### src/hw/rtl/utcp_pkg.sv
`timescale 1ns / 1ps

package utcp_pkg;

  localparam int unsigned FULL_LEN = 19;

  localparam logic [4:0] POS_SEP_DATE1 = 5'd4;
  localparam logic [4:0] POS_SEP_DATE2 = 5'd7;
  localparam logic [4:0] POS_SEP_SPACE = 5'd10;
  localparam logic [4:0] POS_SEP_TIME1 = 5'd13;
  localparam logic [4:0] POS_SEP_TIME2 = 5'd16;
  localparam logic [4:0] POS_FULL      = 5'(FULL_LEN);

  localparam logic [7:0] CHAR_DASH  = 8'h2D;
  localparam logic [7:0] CHAR_SPACE = 8'h20;
  localparam logic [7:0] CHAR_COLON = 8'h3A;
  localparam logic [7:0] CHAR_NUL   = 8'h00;
  localparam logic [7:0] CHAR_ZERO  = 8'h30;
  localparam logic [7:0] CHAR_NINE  = 8'h39;

  localparam logic [5:0] SECOND_LIMIT_RESET = 6'd61;

  typedef struct packed {
    logic [13:0] year;
    logic [15:0] year_digits;
    logic [6:0]  month;
    logic [6:0]  day;
    logic [6:0]  hour;
    logic [6:0]  minute;
    logic [6:0]  second;
  } utcp_acc_t;

  function automatic logic [6:0] acc2(input logic [6:0] a, input logic [3:0] d);
    logic [10:0] prod;
    prod = 11'(a) * 11'd10 + 11'(d);
    return prod[6:0];
  endfunction

  function automatic logic [13:0] acc_year(input logic [13:0] a, input logic [3:0] d);
    logic [17:0] prod;
    prod = 18'(a) * 18'd10 + 18'(d);
    return prod[13:0];
  endfunction

  // Leap year from the four BCD digits: century years need the first two
  // digits divisible by four, the rest the last two.
  function automatic logic is_leap(input logic [15:0] digits);
    logic [5:0] hi_mod;
    logic [5:0] lo_mod;
    hi_mod = {1'b0, digits[15:12], 1'b0} + {2'b00, digits[11:8]};
    lo_mod = {1'b0, digits[7:4], 1'b0} + {2'b00, digits[3:0]};
    if (digits[7:0] == 8'h00) begin
      return hi_mod[1:0] == 2'b00;
    end
    return lo_mod[1:0] == 2'b00;
  endfunction

  function automatic logic [4:0] days_in_month(input logic [3:0] month, input logic leap);
    logic [4:0] dim;
    unique case (month)
      4'd2:                      dim = leap ? 5'd29 : 5'd28;
      4'd4, 4'd6, 4'd9, 4'd11:   dim = 5'd30;
      default:                   dim = 5'd31;
    endcase
    return dim;
  endfunction

endpackage

### src/hw/rtl/utcp_check.sv
`timescale 1ns / 1ps

module utcp_check (
  input  utcp_pkg::utcp_acc_t acc,
  input  logic [4:0]          char_position,
  input  logic                format_error,
  input  logic [5:0]          second_limit,
  output logic                ok
);
  import utcp_pkg::*;

  logic       leap;
  logic [4:0] dim;
  logic       month_ok;
  logic       day_ok;
  logic       time_ok;

  always_comb begin
    leap     = is_leap(acc.year_digits);
    dim      = days_in_month(acc.month[3:0], leap);
    month_ok = (acc.month >= 7'd1) && (acc.month <= 7'd12);
    day_ok   = (acc.day >= 7'd1) && (acc.day <= {2'b00, dim});
    time_ok  = (acc.hour < 7'd24) && (acc.minute < 7'd60) &&
               (acc.second < {1'b0, second_limit});
    ok = !format_error && (char_position == POS_FULL) && month_ok && day_ok && time_ok;
  end

endmodule

### src/hw/rtl/utc_timestamp_parser_core.sv
`timescale 1ns / 1ps
// A terminating zero byte is taken into the input register; its result is then registered in the output register.
// Throughput: one character per cycle; the input register holds a zero byte
// only while the single output register is full and stalled.
// Reset (rst, synchronous): position and accumulators clear, output empty,
// second_limit returns to 61.

module utc_timestamp_parser_core (
  input  logic        clk,
  input  logic        rst,
  input  logic        second_limit_we,
  input  logic [5:0]  second_limit_wdata,
  input  logic        in_valid,
  output logic        in_stall,
  input  logic [7:0]  char_byte,
  output logic        out_valid,
  input  logic        out_stall,
  output logic        is_valid,
  output logic [13:0] year_out,
  output logic [3:0]  month_out,
  output logic [4:0]  day_out,
  output logic [4:0]  hour_out,
  output logic [5:0]  minute_out,
  output logic [5:0]  second_out
);
  import utcp_pkg::*;

  logic [5:0] second_limit;
  logic       s1_valid;
  logic [7:0] s1_char;
  logic       s1_hold;
  logic       s1_go;
  logic       s1_term;

  logic [4:0] char_position;
  logic [4:0] char_position_next;
  logic       format_error;
  logic       format_error_next;
  utcp_acc_t  acc;
  utcp_acc_t  acc_next;
  logic       ok;

  logic       is_sep;
  logic [7:0] want;
  logic       is_digit;
  logic [3:0] digit;

  assign s1_term  = (s1_char == CHAR_NUL);
  assign s1_hold  = s1_term && out_valid && out_stall;
  assign s1_go    = s1_valid && !s1_hold;
  assign in_stall = s1_valid && s1_hold;

  always_comb begin
    is_sep = (char_position == POS_SEP_DATE1) || (char_position == POS_SEP_DATE2) ||
             (char_position == POS_SEP_SPACE) || (char_position == POS_SEP_TIME1) ||
             (char_position == POS_SEP_TIME2);
    priority if (char_position == POS_SEP_SPACE) begin
      want = CHAR_SPACE;
    end else if (char_position < POS_SEP_SPACE) begin
      want = CHAR_DASH;
    end else begin
      want = CHAR_COLON;
    end
    is_digit = (s1_char >= CHAR_ZERO) && (s1_char <= CHAR_NINE);
    digit    = 4'(s1_char - CHAR_ZERO);

    char_position_next = char_position;
    format_error_next  = format_error;
    acc_next           = acc;

    if (s1_term) begin
      char_position_next = '0;
      format_error_next  = 1'b0;
      acc_next           = '0;
    end else if (char_position >= POS_FULL) begin
      format_error_next  = 1'b1;
      char_position_next = POS_FULL;
    end else begin
      char_position_next = char_position + 5'd1;
      if (is_sep) begin
        if (s1_char != want) begin
          format_error_next = 1'b1;
        end
      end else if (!is_digit) begin
        format_error_next = 1'b1;
      end else begin
        priority if (char_position < POS_SEP_DATE1) begin
          acc_next.year        = acc_year(acc.year, digit);
          acc_next.year_digits = {acc.year_digits[11:0], digit};
        end else if (char_position < POS_SEP_DATE2) begin
          acc_next.month = acc2(acc.month, digit);
        end else if (char_position < POS_SEP_SPACE) begin
          acc_next.day = acc2(acc.day, digit);
        end else if (char_position < POS_SEP_TIME1) begin
          acc_next.hour = acc2(acc.hour, digit);
        end else if (char_position < POS_SEP_TIME2) begin
          acc_next.minute = acc2(acc.minute, digit);
        end else begin
          acc_next.second = acc2(acc.second, digit);
        end
      end
    end
  end

  utcp_check u_check (
    .acc           (acc),
    .char_position (char_position),
    .format_error  (format_error),
    .second_limit  (second_limit),
    .ok            (ok)
  );

  always_ff @(posedge clk) begin
    if (rst) begin
      second_limit <= SECOND_LIMIT_RESET;
    end else if (second_limit_we) begin
      second_limit <= second_limit_wdata;
    end
  end

  always_ff @(posedge clk) begin
    if (rst) begin
      s1_valid <= 1'b0;
    end else if (!in_stall) begin
      s1_valid <= in_valid;
    end
  end

  always_ff @(posedge clk) begin
    if (!in_stall) begin
      s1_char <= char_byte;
    end
  end

  always_ff @(posedge clk) begin
    if (rst) begin
      char_position <= '0;
      format_error  <= 1'b0;
      acc           <= '0;
    end else if (s1_go) begin
      char_position <= char_position_next;
      format_error  <= format_error_next;
      acc           <= acc_next;
    end
  end

  always_ff @(posedge clk) begin
    if (rst) begin
      out_valid <= 1'b0;
    end else if (s1_go && s1_term) begin
      out_valid <= 1'b1;
    end else if (!out_stall) begin
      out_valid <= 1'b0;
    end
  end

  always_ff @(posedge clk) begin
    if (s1_go && s1_term) begin
      is_valid   <= ok;
      year_out   <= ok ? acc.year : '0;
      month_out  <= ok ? acc.month[3:0] : '0;
      day_out    <= ok ? acc.day[4:0] : '0;
      hour_out   <= ok ? acc.hour[4:0] : '0;
      minute_out <= ok ? acc.minute[5:0] : '0;
      second_out <= ok ? acc.second[5:0] : '0;
    end
  end

endmodule

### config.mk
export PLATFORM = sky130hd
export DESIGN_NAME = utc_timestamp_parser_core
export DESIGN_NICKNAME = d
export VERILOG_FILES = /design/src/hw/rtl/utcp_pkg.sv /design/src/hw/rtl/utcp_check.sv /design/src/hw/rtl/utc_timestamp_parser_core.sv
export SDC_FILE = /design/constraint.sdc
export NUM_CORES = 1
export LEC_CHECK = 0
export BUFFER_PORTS_ARGS = -buffer_cell sky130_fd_sc_hd__buf_4
export CORE_ASPECT_RATIO = 0.9
export CORE_MARGIN = 2
export CORE_UTILIZATION = 50
export CTS_BUF_LIST = sky130_fd_sc_hd__clkbuf_8
export CTS_CLUSTER_SIZE = 14
export DETAILED_ROUTE_END_ITERATION = 10
export PLACE_DENSITY = 0.76
export SLEW_MARGIN = 20
export SYNTH_ARGS = -nofsm -noshare
export SYNTH_HDL_FRONTEND = slang
export SYNTH_SLANG_ARGS = --single-unit
### constraint.sdc
create_clock -name clk -period 2.8 [get_ports clk]
set_input_delay 0.28 -clock clk [delete_from_list [all_inputs] [get_ports clk]]
set_output_delay 0.28 -clock clk [all_outputs]
set_load 0.01 [all_outputs]
# Word-level counts from Yosys, hierarchy flattened
# Index checks and enable logic that the tools add are counted.
[totals] inputBits=19 out_inout_bits=43 regBits=125
[op_classes] add_sub_neg=10 n_eq_ne=22 n_lt_le_gt_ge=15 mux=30 multipliers=6 reduce_logical=38
[ops] cell="65-bit two-way mux" count=4
[ops] cell="7-bit by 4-bit adder with 7-bit output" count=5
[ops] cell="7-bit by 3-bit multiplier with 6-bit output (second input constant)" count=5
[ops] cell="35-bit two-way mux" count=1
[ops] cell="7-bit two-way mux" count=5
[ops] cell="30-bit two-way mux" count=1
[ops] cell="28-bit two-way mux" count=1
[ops] cell="21-bit two-way mux" count=1
[ops] cell="5-bit two-way mux" count=4
[ops] cell="9-bit AND reduction" count=2
[ops] cell="8-bit zero test" count=2
[ops] cell="14-bit by 4-bit adder with 14-bit output" count=1
[ops] cell="7-bit by 1-bit >= comparator with 1-bit output (second input constant)" count=2
[ops] cell="1-bit logical AND" count=14
[ops] cell="14-bit by 3-bit multiplier with 13-bit output (second input constant)" count=1
[ops] cell="14-bit two-way mux" count=1
[ops] cell="2-bit != test (second input constant)" count=7
[ops] cell="2-bit nonzero test" count=6
[ops] cell="1-bit two-way mux" count=11
[ops] cell="5-bit by 3-bit equality test with 1-bit output (second input constant)" count=2
[ops] cell="5-bit by 4-bit equality test with 1-bit output (second input constant)" count=2
[ops] cell="5-bit equality test (second input constant)" count=2
[ops] cell="5-bit by 3-bit < comparator with 1-bit output (second input constant)" count=2
[ops] cell="5-bit by 4-bit < comparator with 1-bit output (second input constant)" count=2
[ops] cell="29 further kinds" count=37

# Longest topological paths before layout
[logic_depth] word_depth=11 depth_mapped=14 mapped_depth_nobuf=13

# By module
# From an unflattened synthesis, not the netlist that was laid out.
[unflattened] cells_unflattened=750 hier_area_um2=7457.2
[modules_own_cells] mod="utc_timestamp_parser_core" instances=1 cells_per_inst=701 area_per_inst_um2=7104.3
[modules_own_cells] mod="utcp_check" instances=1 cells_per_inst=49 area_per_inst_um2=352.8

# Worst setup path after synthesis
# Ideal clock, no wire load.
[synth_timing] path_type="register to register" startpoint="reg, netlist name acc[52]" endpoint="reg, netlist name acc[63]" arrival_ns=2.628 setup_time_ns=0.117 path_stages_with_launch=11 t_required_ns=2.683 path_slack_ns=0.055 cell_sequence="dfxtp_1 > ha_1 > ha_1 > fa_1 > xor2_1 > nand2_1 > nor4b_1 > nand3_1 > nor3b_1 > xnor2_1 > a22o_1"
[synth_via] elab_chain_len=7
[synth_lines] element="14-bit by 3-bit multiplier with 13-bit output" line_no="utcp_pkg.sv:41" text="prod = 18'(a) * 18'd10 + 18'(d);"
[synth_lines] element="14-bit by 4-bit adder with 14-bit output" line_no="utcp_pkg.sv:41"
[synth_lines] element="30-bit two-way mux" line_no="utc_timestamp_parser_core.sv:87" text="priority if (char_position < POS_SEP_DATE1) begin"
[synth_lines] element="65-bit two-way mux" line_no="utc_timestamp_parser_core.sv:84" text="end else if (!is_digit) begin"
[synth_lines] element="65-bit two-way mux" line_no="utc_timestamp_parser_core.sv:80" text="if (is_sep) begin"
[synth_lines] element="65-bit two-way mux" line_no="utc_timestamp_parser_core.sv:75" text="end else if (char_position >= POS_FULL) begin"
[synth_lines] element="65-bit two-way mux" line_no="utc_timestamp_parser_core.sv:71" text="if (s1_term) begin"
# Every way passes these cells. The select of a mux whose other input is x is not followed.
# A chain may end at the register's enable or synchronous reset.

# Worst setup path in the final report
[layout_timing] startpoint="reg, netlist name acc[52]" endpoint="reg, netlist name acc[63]"
[layout_via] elab_chain_len=7
[layout_lines] element="14-bit by 3-bit multiplier with 13-bit output" line_no="utcp_pkg.sv:41"
[layout_lines] element="14-bit by 4-bit adder with 14-bit output" line_no="utcp_pkg.sv:41"
[layout_lines] element="30-bit two-way mux" line_no="utc_timestamp_parser_core.sv:87"
[layout_lines] element="65-bit two-way mux" line_no="utc_timestamp_parser_core.sv:84"
[layout_lines] element="65-bit two-way mux" line_no="utc_timestamp_parser_core.sv:80"
[layout_lines] element="65-bit two-way mux" line_no="utc_timestamp_parser_core.sv:75"
[layout_lines] element="65-bit two-way mux" line_no="utc_timestamp_parser_core.sv:71"
# Every way passes these cells. The select of a mux whose other input is x is not followed.

==> summary.md <==
| Metric | Value |
|---|---|
| Syn Inst Count | `751` |
| Worst Path Arrival | `3.11 ns` |
| Clock skew | `0.0145 ns` |
| DIE HEIGHT | `118 um` |
| Hold Crit Class | `input port to flop` |
| Async SR Flop Fraction | `0%` |
| Clock Sinks | `122` |
| Global route total overflow | `0` |
| Status | `completed` |
| Final ANT Viol Nets | `0` |
| WL met3 | `846 um` |
| Highest routing layer actually used | `met4` |
| Minimum clock period | `2.76 ns` |
| Longest Clk Path Bufs | `2` |
| IR drop worst, VDD | `0.281 mV` |
| Count of final setup violators | `0` |
| Total GRT Usage | `23.1%` |
| Initial drt markers | `424` |
| FF-to-FF path depth | `10` |
| Critical path fanouts, max | `3` |
| WL/cell | `15.5 um` |
| Top cell type's share of synthesized area | `20.3%` |
| Setup crit end kind | `flop` |
| DRT Pass-1 Iters | `6` |
| Worst Hold Depth | `3` |
| Synth top area cells | `edfxtp_1, dfxtp_1, ha_1` |
| Final period util | `98.5%` |
| # fillers | `1113` |
| Initial core utilization | `51.3%` |
| Net count after synthesis | `849` |
| Core Box Area | `14100 um^2` |
| Register area | `2940 um^2` |
| Netlist cell types | `58` |
| Main flop type after synthesis | `dfxtp_1` |
| Hold slack | `0.0372 ns` |
| Num rows | `41` |
| DIE WIDTH | `131 um` |
| CTS root buf | `clkbuf_8` |
| Rel. slew slack | `64.1%` |
| IO Count | `62` |
| Hold Violations, Final | `0` |
| Clk pin slew, worst setup/hold paths | `0.07 ns` |
| Clk Latency, worst-skew pair | `0.45 ns` |
| Post-DP HPWL | `11500 um` |
| Max_cap viols | `0` |
| Largest net degree at the start of global routing | `38` |
| CP Launch Type | `flop` |
| Slew @ Worst Pin | `0.535 ns` |
| Area grow syn2layout | `23.4%` |
| H-tree Lvls | `4` |
| First-pass GRT wire length | `27800 um` |
| Pleak | `3.69 nW` |
| Number of vias per cell | `5.43` |
| Port-buffer cells | `61` |
| Length of routed met2 wiring | `7700 um` |
| Mapped cell area | `7240 um^2` |
| RSZ-0062 raised after global routing | `true` |
| DRC Markers | `0` |
| Flops & latches, synth | `122` |
| Post-synth top cells | `dfxtp_1, a21oi_1, ha_1, nand2_1, edfxtp_1` |
| Yosys top cell by area | `edfxtp_1` |
| Vias in the first global route | `5734` |
| RePlAce Congestion | `0.933` |
| Crit path kind | `flop to flop` |
| Die area | `15500 um^2` |
| CTS tree | `yes` |
| Worst Path Required | `3.15 ns` |
| CTS buffer count | `17` |
| Nets@finish | `957` |
| Max-slew violation count | `0` |
| Layout cells sized above 1 | `22.4%` |
| Power density cells | `390 nW/um^2` |
| Antenna violations before repair | `0` |
| M1 WL | `7500 um` |
| ANT cells | `0` |
| Most common cell in the netlist | `dfxtp_1` |
| WL final | `16500 um` |
| Syn Area/Cell | `9.63 um^2` |
| Final setup TNS | `0 ns` |
| Fmax | `0.362 GHz` |
| Sequential share of the synthesized area | `40.5%` |
| Multi-input logic area | `4230 um^2` |
| Number of synthesis warnings | `0` |
| EDFF count, synth | `49` |
| Vias | `5786` |
stage by stage:
step / total power [mW] / util [%] / cells / worst slack [ns] / cell area (um^2)
global placement: 2.04 / 58.1 / 1022 / 0.0201 / 8200
floorplan: 1.98 / - / 751 / 0.0553 / 7240
global route: 3.61 / 63.3 / 1065 / -0.0959 / 8930
finish: 3.48 / 63.3 / 1065 / 0.0409 / 8930
detailed placement: 2.04 / 58.1 / 1022 / -0.0915 / 8200
CTS: 3.50 / 61.7 / 1062 / 0.0523 / 8700
area by class of cell:
cell class | count | share of cell area (%)
clock inverter | 14 | 1.35
timing repair buffer | 123 | 11.0
tap | 193 | 2.70
clock buffer | 18 | 2.78
multi-input combinational | 551 | 47.4
sequential | 122 | 32.9
inverter | 44 | 1.85
critical path, cell delays in order, from the launching register on:
cell and delay, ns:
dfxtp_1 0.39, ha_4 0.23, ha_4 0.16, fa_2 0.42
a21o_4 0.25, a221oi_4 0.31, nor3_2 0.09, a311oi_2 0.38
buf_4 0.18, xnor2_1 0.06, a22o_1 0.19
routing by layer:
layer / track usage [%] / vias up
li1: - / 2883
met1: 31.0 / 2684
met2: 35.6 / 177
met3: 6.05 / 42
met4: 9.04 / 0
met5: 0 / -
timing repair:
| action | 4_1_cts | 5_1_grt |
|---|---|---|
| endpoints found under the hold margin | 8 | 0 |
| endpoints found under the setup margin | 4 | 73 |
| setup buffers | 0 | 4 |
| pin swaps | 2 | 16 |
| gates resized for setup | 9 | 40 |
| hold buffers | 8 | 0 |
cell families after synthesis:
family,count (synthesis),synth area share (%)
mux,16,2.21
fa+ha+maj,79,14.9
buf+inv,78,4.41
compound gates,145,12.9
simple gates,264,19.4
flops,122,40.5
xor+xnor,47,5.69
registers in the layout (all words and copies together), names as in the netlist:
name and flops:
hour_out 5, out_valid 1, s1_char 8, second_out 6
month_out 4, char_position 5, s1_valid 1, second_limit 6
year_out 14, acc 59, day_out 5, format_error 1
is_valid 1, minute_out 6
worst paths after layout:
| kind | startpoint | endpoint | slack [ns] |
|---|---|---|---|
| worst max-delay path | acc[52] | acc[63] | 0.04 |
| worst min-delay path | second_limit_wdata[3] | second_limit[3] | 0.04 |
| worst max register to register | acc[52] | acc[63] | 0.04 |
| worst min register to register | acc[27] | acc[27] | 0.46 |
power by group:
group	total (mW)	leakage (nW)	internal, mW	switching [mW]
combinational	0.147	2.42	0.0640	0.0828
clock	1.47	0.187	0.725	0.749
sequential	1.86	1.09	1.85	0.0128
total	3.48	3.69	2.64	0.845
cells in the final DEF, fill, tap and decap left out, drive strengths merged, types with 4 or more instances in the layout:
cell,instances
buf,115
dfxtp,73
a21oi,70
ha,67
nand2,65
edfxtp,49
inv,48
nor2,46
and2,43
xnor2,34
nand3,19
clkbuf,18
o21ai,17
mux2i,16
a21o,14
nor2b,14
nand4,13
xor2,13
nor3,13
or3,12
fa,12
o211ai,8
dlygate4sd3,8
clkinv,8
nor4b,7
nor3b,6
a211oi,6
nor4,5
or4,5
and3,5
a31oi,5
nand3b,4
a2111oi,4
No activity file was read; power rests on OpenSTA's default activity.
